## src/cswq_pkg.sv

```systemverilog
`default_nettype none

package cswq_pkg;

  localparam int DEF_NUM_SEMS    = 16;
  localparam int DEF_QUEUE_DEPTH = 8;

  localparam int COUNT_W = 16;
  localparam int PID_W   = 8;
  localparam int IDX_W   = 4;

  localparam logic signed [COUNT_W-1:0] COUNT_MAX = 16'sh7fff;
  localparam logic signed [COUNT_W-1:0] COUNT_MIN = 16'sh8000;

  localparam logic [1:0] OP_WAIT   = 2'd0;
  localparam logic [1:0] OP_POST   = 2'd1;
  localparam logic [1:0] OP_CREATE = 2'd2;

  localparam logic [1:0] ACT_NONE    = 2'd0;
  localparam logic [1:0] ACT_SUSPEND = 2'd1;
  localparam logic [1:0] ACT_RESUME  = 2'd2;

  localparam logic [1:0] ST_OK   = 2'd0;
  localparam logic [1:0] ST_FULL = 2'd1;
  localparam logic [1:0] ST_MAX  = 2'd2;

  typedef struct packed {
    logic [1:0]       operation;
    logic [IDX_W-1:0] sem_index;
    logic [PID_W-1:0] caller_pid;
  } in_req_t;

  typedef struct packed {
    logic [1:0]                action;
    logic [PID_W-1:0]          resumed_pid;
    logic [1:0]                status;
    logic signed [COUNT_W-1:0] count_after;
  } out_res_t;

  typedef struct packed {
    logic accept;     // capture request, read semaphore entry
    logic commit;     // write back entry, touch waiter store
    logic load_out;   // load result register from live result
    logic load_held;  // load result register from held result plus dequeued pid
  } dp_cmd_t;

  typedef struct packed {
    logic need_resume;
  } dp_sts_t;

endpackage

`default_nettype wire

```

## src/cswq_ram.sv

```systemverilog
`default_nettype none

module cswq_ram #(
  parameter int WIDTH = 8,
  parameter int DEPTH = 16,
  localparam int AW = (DEPTH > 1) ? $clog2(DEPTH) : 1
) (
  input  wire logic             clk,
  input  wire logic             wr_en,
  input  wire logic [AW-1:0]    wr_addr,
  input  wire logic [WIDTH-1:0] wr_data,
  input  wire logic             rd_en,
  input  wire logic [AW-1:0]    rd_addr,
  output logic      [WIDTH-1:0] rd_data
);

  logic [WIDTH-1:0] mem [DEPTH];

  always_ff @(posedge clk) begin
    if (wr_en) begin
      mem[wr_addr] <= wr_data;
    end
    if (rd_en) begin
      rd_data <= mem[rd_addr];
    end
  end

endmodule

`default_nettype wire

```

## src/cswq_dp.sv

```systemverilog
`default_nettype none

module cswq_dp #(
  parameter int NUM_SEMS    = cswq_pkg::DEF_NUM_SEMS,
  parameter int QUEUE_DEPTH = cswq_pkg::DEF_QUEUE_DEPTH
) (
  input  wire logic               clk,
  input  wire logic               rst_n,
  input  wire cswq_pkg::in_req_t  in_req,
  input  wire cswq_pkg::dp_cmd_t  cmd,
  output cswq_pkg::dp_sts_t       sts,
  output cswq_pkg::out_res_t      out_res
);

  import cswq_pkg::*;

  localparam int SA = (NUM_SEMS > 1) ? $clog2(NUM_SEMS) : 1;
  localparam int QA = (QUEUE_DEPTH > 1) ? $clog2(QUEUE_DEPTH) : 1;
  localparam int OW = $clog2(QUEUE_DEPTH + 1);
  localparam int WD = NUM_SEMS * QUEUE_DEPTH;
  localparam int WA = (WD > 1) ? $clog2(WD) : 1;
  localparam int SW = COUNT_W + 2 * QA + OW;

  in_req_t           req_r;
  logic              bank_r;
  logic [NUM_SEMS-1:0] valid_r;
  out_res_t          res_r;
  out_res_t          out_r;

  logic [SA-1:0]     addr_r;
  logic [SW-1:0]     sem_q;
  logic [SW-1:0]     sem_cur;
  logic [SW-1:0]     sem_wr;
  logic [PID_W-1:0]  wait_q;
  logic [WA-1:0]     wbase;

  logic signed [COUNT_W-1:0] cnt_cur, cnt_new;
  logic [QA-1:0]     head_cur, head_new, tail_cur, tail_new;
  logic [OW-1:0]     occ_cur, occ_new;
  logic [1:0]        act_c, stat_c;
  logic              push_c, pop_c;
  out_res_t          res_c;
  out_res_t          held_c;

  function automatic logic [QA-1:0] slot_adv(input logic [QA-1:0] s);
    logic [QA-1:0] r;
    if (s == QA'(QUEUE_DEPTH - 1)) r = '0;
    else r = s + 1'b1;
    return r;
  endfunction

  assign addr_r = SA'(req_r.sem_index);

  // entries not yet written read as the reset state
  assign sem_cur  = valid_r[addr_r] ? sem_q : '0;
  assign cnt_cur  = sem_cur[SW-1 -: COUNT_W];
  assign head_cur = sem_cur[2*QA+OW-1 -: QA];
  assign tail_cur = sem_cur[QA+OW-1 -: QA];
  assign occ_cur  = sem_cur[OW-1:0];

  always_comb begin
    cnt_new  = cnt_cur;
    head_new = head_cur;
    tail_new = tail_cur;
    occ_new  = occ_cur;
    act_c    = ACT_NONE;
    stat_c   = ST_OK;
    push_c   = 1'b0;
    pop_c    = 1'b0;
    case (req_r.operation)
      OP_WAIT: begin
        if (cnt_cur <= 16'sd0) begin
          if (occ_cur >= OW'(QUEUE_DEPTH) || cnt_cur == COUNT_MIN) begin
            stat_c = ST_FULL;
          end else begin
            cnt_new  = cnt_cur - 16'sd1;
            tail_new = slot_adv(tail_cur);
            occ_new  = occ_cur + 1'b1;
            act_c    = ACT_SUSPEND;
            push_c   = 1'b1;
          end
        end else begin
          cnt_new = cnt_cur - 16'sd1;
        end
      end
      OP_POST: begin
        if (cnt_cur == COUNT_MAX) begin
          stat_c = ST_MAX;
        end else begin
          cnt_new = cnt_cur + 16'sd1;
          if (cnt_new <= 16'sd0 && occ_cur != '0) begin
            head_new = slot_adv(head_cur);
            occ_new  = occ_cur - 1'b1;
            act_c    = ACT_RESUME;
            pop_c    = 1'b1;
          end
        end
      end
      OP_CREATE: begin
        cnt_new  = '0;
        head_new = '0;
        tail_new = '0;
        occ_new  = '0;
      end
      default: begin
      end
    endcase
  end

  always_comb begin
    res_c             = '0;
    res_c.action      = bank_r ? act_c : ACT_NONE;
    res_c.status      = bank_r ? stat_c : ST_OK;
    res_c.count_after = bank_r ? cnt_new : '0;
    held_c             = res_r;
    held_c.resumed_pid = wait_q;
  end

  assign sts.need_resume = bank_r && pop_c;
  assign sem_wr = {cnt_new, head_new, tail_new, occ_new};
  assign wbase  = WA'(addr_r) * WA'(QUEUE_DEPTH);

  cswq_ram #(
    .WIDTH (SW),
    .DEPTH (NUM_SEMS)
  ) u_sem_ram (
    .clk     (clk),
    .wr_en   (cmd.commit && bank_r),
    .wr_addr (addr_r),
    .wr_data (sem_wr),
    .rd_en   (cmd.accept),
    .rd_addr (SA'(in_req.sem_index)),
    .rd_data (sem_q)
  );

  cswq_ram #(
    .WIDTH (PID_W),
    .DEPTH (WD)
  ) u_wait_ram (
    .clk     (clk),
    .wr_en   (cmd.commit && bank_r && push_c),
    .wr_addr (wbase + WA'(tail_cur)),
    .wr_data (req_r.caller_pid),
    .rd_en   (cmd.commit && bank_r && pop_c),
    .rd_addr (wbase + WA'(head_cur)),
    .rd_data (wait_q)
  );

  always_ff @(posedge clk) begin
    if (!rst_n) begin
      valid_r <= '0;
    end else if (cmd.commit && bank_r) begin
      valid_r[addr_r] <= 1'b1;
    end
  end

  always_ff @(posedge clk) begin
    if (cmd.accept) begin
      req_r  <= in_req;
      bank_r <= (32'(in_req.sem_index) < NUM_SEMS);
    end
    if (cmd.commit) begin
      res_r <= res_c;
    end
    if (cmd.load_out) begin
      out_r <= res_c;
    end else if (cmd.load_held) begin
      out_r <= held_c;
    end
  end

  assign out_res = out_r;

endmodule

`default_nettype wire

```

## src/cswq_ctrl.sv

```systemverilog
`default_nettype none

module cswq_ctrl (
  input  wire logic              clk,
  input  wire logic              rst_n,
  input  wire logic              in_valid,
  output logic                   in_stall,
  output logic                   out_valid,
  input  wire logic              out_stall,
  input  wire cswq_pkg::dp_sts_t sts,
  output cswq_pkg::dp_cmd_t      cmd
);

  import cswq_pkg::*;

  typedef enum logic [1:0] {
    S_IDLE,
    S_CALC,
    S_RESUME
  } state_t;

  state_t state_r, state_nxt;
  logic   out_valid_r, out_valid_nxt;
  logic   out_free;

  assign out_free = !out_valid_r || !out_stall;

  always_comb begin
    state_nxt     = state_r;
    out_valid_nxt = out_valid_r && out_stall;
    cmd           = '0;
    case (state_r)
      S_IDLE: begin
        if (in_valid) begin
          cmd.accept = 1'b1;
          state_nxt  = S_CALC;
        end
      end
      S_CALC: begin
        // a resume passes through S_RESUME for the waiter read
        if (sts.need_resume) begin
          cmd.commit = 1'b1;
          state_nxt  = S_RESUME;
        end else if (out_free) begin
          cmd.commit    = 1'b1;
          cmd.load_out  = 1'b1;
          out_valid_nxt = 1'b1;
          state_nxt     = S_IDLE;
        end
      end
      S_RESUME: begin
        if (out_free) begin
          cmd.load_held = 1'b1;
          out_valid_nxt = 1'b1;
          state_nxt     = S_IDLE;
        end
      end
      default: begin
        state_nxt = S_IDLE;
      end
    endcase
  end

  always_ff @(posedge clk) begin
    if (!rst_n) begin
      state_r     <= S_IDLE;
      out_valid_r <= 1'b0;
    end else begin
      state_r     <= state_nxt;
      out_valid_r <= out_valid_nxt;
    end
  end

  assign in_stall  = (state_r != S_IDLE);
  assign out_valid = out_valid_r;

endmodule

`default_nettype wire

```

## src/counting_semaphore_wait_queue.sv

```systemverilog
// Bank of counting semaphores, each with a FIFO of waiting pids.
// Input channel (in_valid/in_stall/in_req): one request names a semaphore
// and is a wait, post or create. Output channel (out_valid/out_stall/
// out_res): exactly one result per request, in request order.
// A request is taken in S_IDLE, where its semaphore entry is read; S_CALC
// registers its result, and a post that wakes a waiter passes S_RESUME for
// the waiter store read that follows the semaphore entry read. The next
// request waits until the current one is done, set by the read-modify-write
// of the semaphore entry RAM through its single registered read port.
// in_stall is high while a request is being worked; the next request is
// taken while a finished result still waits in the output register.
// A stalled result holds; the block then finishes its current request only
// once the output register is free.
// Reset (rst_n low, synchronous) empties the pipeline and marks every
// semaphore as count zero with an empty queue at once; the waiter store is
// not cleared, as only occupied slots are ever read.
`default_nettype none

module counting_semaphore_wait_queue #(
  parameter int NUM_SEMS    = cswq_pkg::DEF_NUM_SEMS,
  parameter int QUEUE_DEPTH = cswq_pkg::DEF_QUEUE_DEPTH
) (
  input  wire logic               clk,
  input  wire logic               rst_n,
  input  wire logic               in_valid,
  output logic                    in_stall,
  input  wire cswq_pkg::in_req_t  in_req,
  output logic                    out_valid,
  input  wire logic               out_stall,
  output cswq_pkg::out_res_t      out_res
);

  import cswq_pkg::*;

  dp_cmd_t cmd;
  dp_sts_t sts;

  cswq_ctrl u_ctrl (
    .clk       (clk),
    .rst_n     (rst_n),
    .in_valid  (in_valid),
    .in_stall  (in_stall),
    .out_valid (out_valid),
    .out_stall (out_stall),
    .sts       (sts),
    .cmd       (cmd)
  );

  cswq_dp #(
    .NUM_SEMS    (NUM_SEMS),
    .QUEUE_DEPTH (QUEUE_DEPTH)
  ) u_dp (
    .clk     (clk),
    .rst_n   (rst_n),
    .in_req  (in_req),
    .cmd     (cmd),
    .sts     (sts),
    .out_res (out_res)
  );

endmodule

`default_nettype wire
```

## config.mk

```make
export PLATFORM = sky130hd
export DESIGN_NAME = counting_semaphore_wait_queue
export DESIGN_NICKNAME = d
export VERILOG_FILES = /design/src/cswq_pkg.sv /design/src/cswq_ram.sv /design/src/cswq_dp.sv /design/src/cswq_ctrl.sv /design/src/counting_semaphore_wait_queue.sv
export SDC_FILE = /design/constraint.sdc
export NUM_CORES = 2
export LEC_CHECK = 0
export ABC_CLOCK_PERIOD_IN_PS = 7300
export BUFFER_PORTS_ARGS = -buffer_cell sky130_fd_sc_hd__buf_2
export CAP_MARGIN = 20
export CORE_MARGIN = 1
export CORE_UTILIZATION = 55
export DETAILED_ROUTE_END_ITERATION = 16
export PLACE_DENSITY_LB_ADDON = 0.12
export SYNTH_ARGS = -nofsm -noshare
export SYNTH_HDL_FRONTEND = slang
export SYNTH_SLANG_ARGS = --single-unit
```

## constraint.sdc

```tcl
create_clock -name clk -period 7.3 [get_ports clk]
set_clock_uncertainty 0.15 [all_clocks]
set_input_delay 0 -clock clk [delete_from_list [all_inputs] [get_ports clk]]
set_output_delay 0 -clock clk [all_outputs]
set_load 0.005 [all_outputs]
```

==> impl_metrics.json <==
{
  "status": "completed",
  "required_ns": 7.53,
  "cp_slowest_cell": "nor2_4",
  "antenna_found_initial": 10,
  "dieArea_sq_um": 117000,
  "cts-root-buf": "clkbuf_16",
  "avgSynthCellArea_sq_um": 17.3,
  "cap_violations": 0,
  "dpl_cell_area_sq_um": 65600,
  "fin_crit_ns": 6.45,
  "hold_buffers": 31,
  "met1_usage": 0.427,
  "grt_setup_unrepaired": "no",
  "crit_fanout": 114,
  "hold_viol": 0,
  "clk_path_buf_depth": 3,
  "crit_chain": "mux4_2, o22ai_1, o32ai_4, nand2_1, inv_1, ha_1, nand2_1, o21ai_0, a21boi_0, o221ai_2, o41ai_4, a41oi_4, buf_4, buf_12, nor2_4",
  "drc": 0,
  "multi_input_area_sq_um": 15900,
  "htree_num_levels": 4,
  "routed_wl_um": 175000,
  "num-fill-cells": 7966,
  "slew_violations": 0,
  "grt_pass1_wl_um": 250000,
  "power.total_mw": 19.6,
  "period_share": 0.883,
  "seqCellArea_sq_um": 46400,
  "endpoint_kind": "flip-flop",
  "synth_area_sq_um": 63400,
  "use_met2": 0.467,
  "initial_core_util": 0.554,
  "p_leak_nw": 22.7,
  "yosysWarnings": 0,
  "fin_nets": 3791,
  "row_count": 124,
  "fmax_ghz": 0.155,
  "worstMarginPinSlew_ns": 1.19,
  "vias_per_cell": 6.75,
  "io_buffers": 47,
  "synth_area_leaders": "edfxtp_1 72%, mux4_2 6.1%, mux2_2 4.1%",
  "drt-pass1-iter-count": 6,
  "area_growth_pct": 12.5,
  "arrival_ns": 6.68,
  "grt_pass1_vias": 35391,
  "vdd_ir_drop_max_v": 0.000216,
  "drive_gt1_frac": 0.226,
  "setup_violations": 0,
  "cellPowerDensity_nw_per_um2": 275,
  "clkTransAtPathRegs_ns": 0.06,
  "met3_usage": 0.0594,
  "die-width_um": 341,
  "critPathKind": "reg -> reg",
  "post-route-util": 0.623,
  "synthCells": 3660,
  "numCtsBuffers": 156,
  "tns_ns": 0,
  "grt_overflow": 0,
  "ys_seq_area_frac": 0.733,
  "yosys_register_bits": 1555,
  "worstSetupStartpointType": "flip-flop",
  "grtUsageTotal": 0.299,
  "clock_latency_ns": 0.77,
  "synthDominantCellAreaShare": 0.724,
  "ios": 48,
  "slew_headroom": 0.195,
  "cts_tree": "built",
  "synth_edf_count": 1528,
  "ff2ff_setup_slack_ns": 0.85,
  "gp_congestion": 0.909,
  "synth.largest_area_cell": "edfxtp_1",
  "busiest_layer": "met2",
  "final_common_cell": "edfxtp_1",
  "ys.flop_type": "edfxtp_1",
  "wl_per_cell_um": 32.3,
  "ant_nets": 0,
  "cpPeakStageDelay_ns": 0.96,
  "worst_hold_path_type": "in -> reg",
  "cpMostUsedCell": "nand2_1",
  "cts_resized": 0,
  "grt_max_degree": 129,
  "ys_types": 79,
  "final_cell_mix": "1528 x edfxtp_1, 233 x mux2_2, 172 x mux4_2",
  "die_y_um": 341,
  "design_area_sq_um": 71300,
  "drt_iter0_markers": 4576,
  "core_sq_um": 114000,
  "synthArstFlopShare": 0,
  "synth_nets": 3693,
  "num_vias": 36421,
  "post_cts_buffers": 0,
  "cts.sinks": 1555,
  "post-dp-hpwl_um": 105000
}
==> per-layer routing <==
layer | wire [um] | up-vias
met5 | 13 | -
met4 | 5300 | 2
met3 | 16200 | 343
met2 | 81900 | 2123
met1 | 71100 | 18724
li1 | - | 15229
==> where the power goes <==
part,internal [mW],switching (mW),total [mW]
clock network,4.70,3.30,8.00
logic,0.468,1.13,1.60
registers,9.94,0.0569,10.0
==> cell type report <==
type                    count  area share
well taps                1512      0.0265
clock inverters            83      0.0130
diodes                      4    0.000140
flip-flops and latches   1555       0.651
multi-input cells        1779       0.223
repair buffers            225      0.0251
inverters                  41     0.00216
clock buffers             198      0.0587
==> registers in the layout (all words and copies together) (netlist names), 2 cells and up <==
signal / count
u_dp.req_r: 10
u_ctrl.state_r: 2
u_dp.u_wait_ram.mem: 1024
u_dp.valid_r: 16
u_dp.held_c: 20
u_dp.u_sem_ram.mem: 416
u_dp.addr_r: 4
u_dp.u_sem_ram.rd_data: 26
u_dp.out_res: 28
u_dp.u_wait_ram.rd_data: 8
==> cell families after synthesis <==
kind of cell / share of synthesized area
adder cells (fa/ha/maj): 0.00312
buffers and inverters: 0.0203
AND/OR/NAND/NOR: 0.0425
XOR/XNOR: 0.00180
flip-flops: 0.733
AO/OA/AOI/OAI: 0.0800
multiplexers: 0.120
==> worst paths after layout <==
kind	endpoint	cells after the start	startpoint
hold reg to reg	u_dp.valid_r[2]$_SDFFE_PN0N_	1	u_dp.valid_r[2]$_SDFFE_PN0N_
hold / removal	u_dp.valid_r[2]$_SDFFE_PN0N_	3	rst_n
setup / recovery	u_dp.u_sem_ram.mem[3][22]$_DFFE_PP_	15	u_dp.addr_r[0]$_DFFE_PP_
setup reg to reg	u_dp.u_sem_ram.mem[3][22]$_DFFE_PP_	15	u_dp.addr_r[0]$_DFFE_PP_
==> through the flow <==
step	hold WS [ns]	std cells	setup WS [ns]
after CTS	0.0553	5363	0.981
after detailed placement	0.0317	5051	0.994
final	0.118	5397	0.852
after global placement	0.0271	5049	1.05
after global routing	0.103	5393	0.548
after floorplan	-0.0511	3660	1.54
==> synth_stat cells, drive strengths merged (3+ instances only) <==
library cell  number
o211ai            45
or4               24
ha                15
a22o              19
o31ai              7
and3               4
a21oi            153
nand2            113
mux2i            108
nor4              38
a21boi             3
edfxtp          1528
nand4              9
mux4             172
o21ai             76
nand3             51
nor2b              5
nor3             103
o311ai            17
inv               39
o32ai              9
a32o               5
buf               83
nand2b             5
clkbuf           202
mux2             233
a41oi              5
o21a              18
a221oi           129
nor2             116
and2               8
or2                3
a31oi              8
dfxtp             27
o22a              55
o2bb2ai           34
xnor2             11
a22oi              4
o221ai            24
or3               57
o22ai             41
a211oi            22
==> worst max-delay path: cells and delay by family, from the launching register on <==
family,cells,cell delay [ns]
flops,1,0.93
buf+inv,3,0.70
compound gates,7,1.84
simple gates,3,1.35
mux,1,0.62
fa+ha+maj,1,0.25
(Power assumes the default switching activity.)
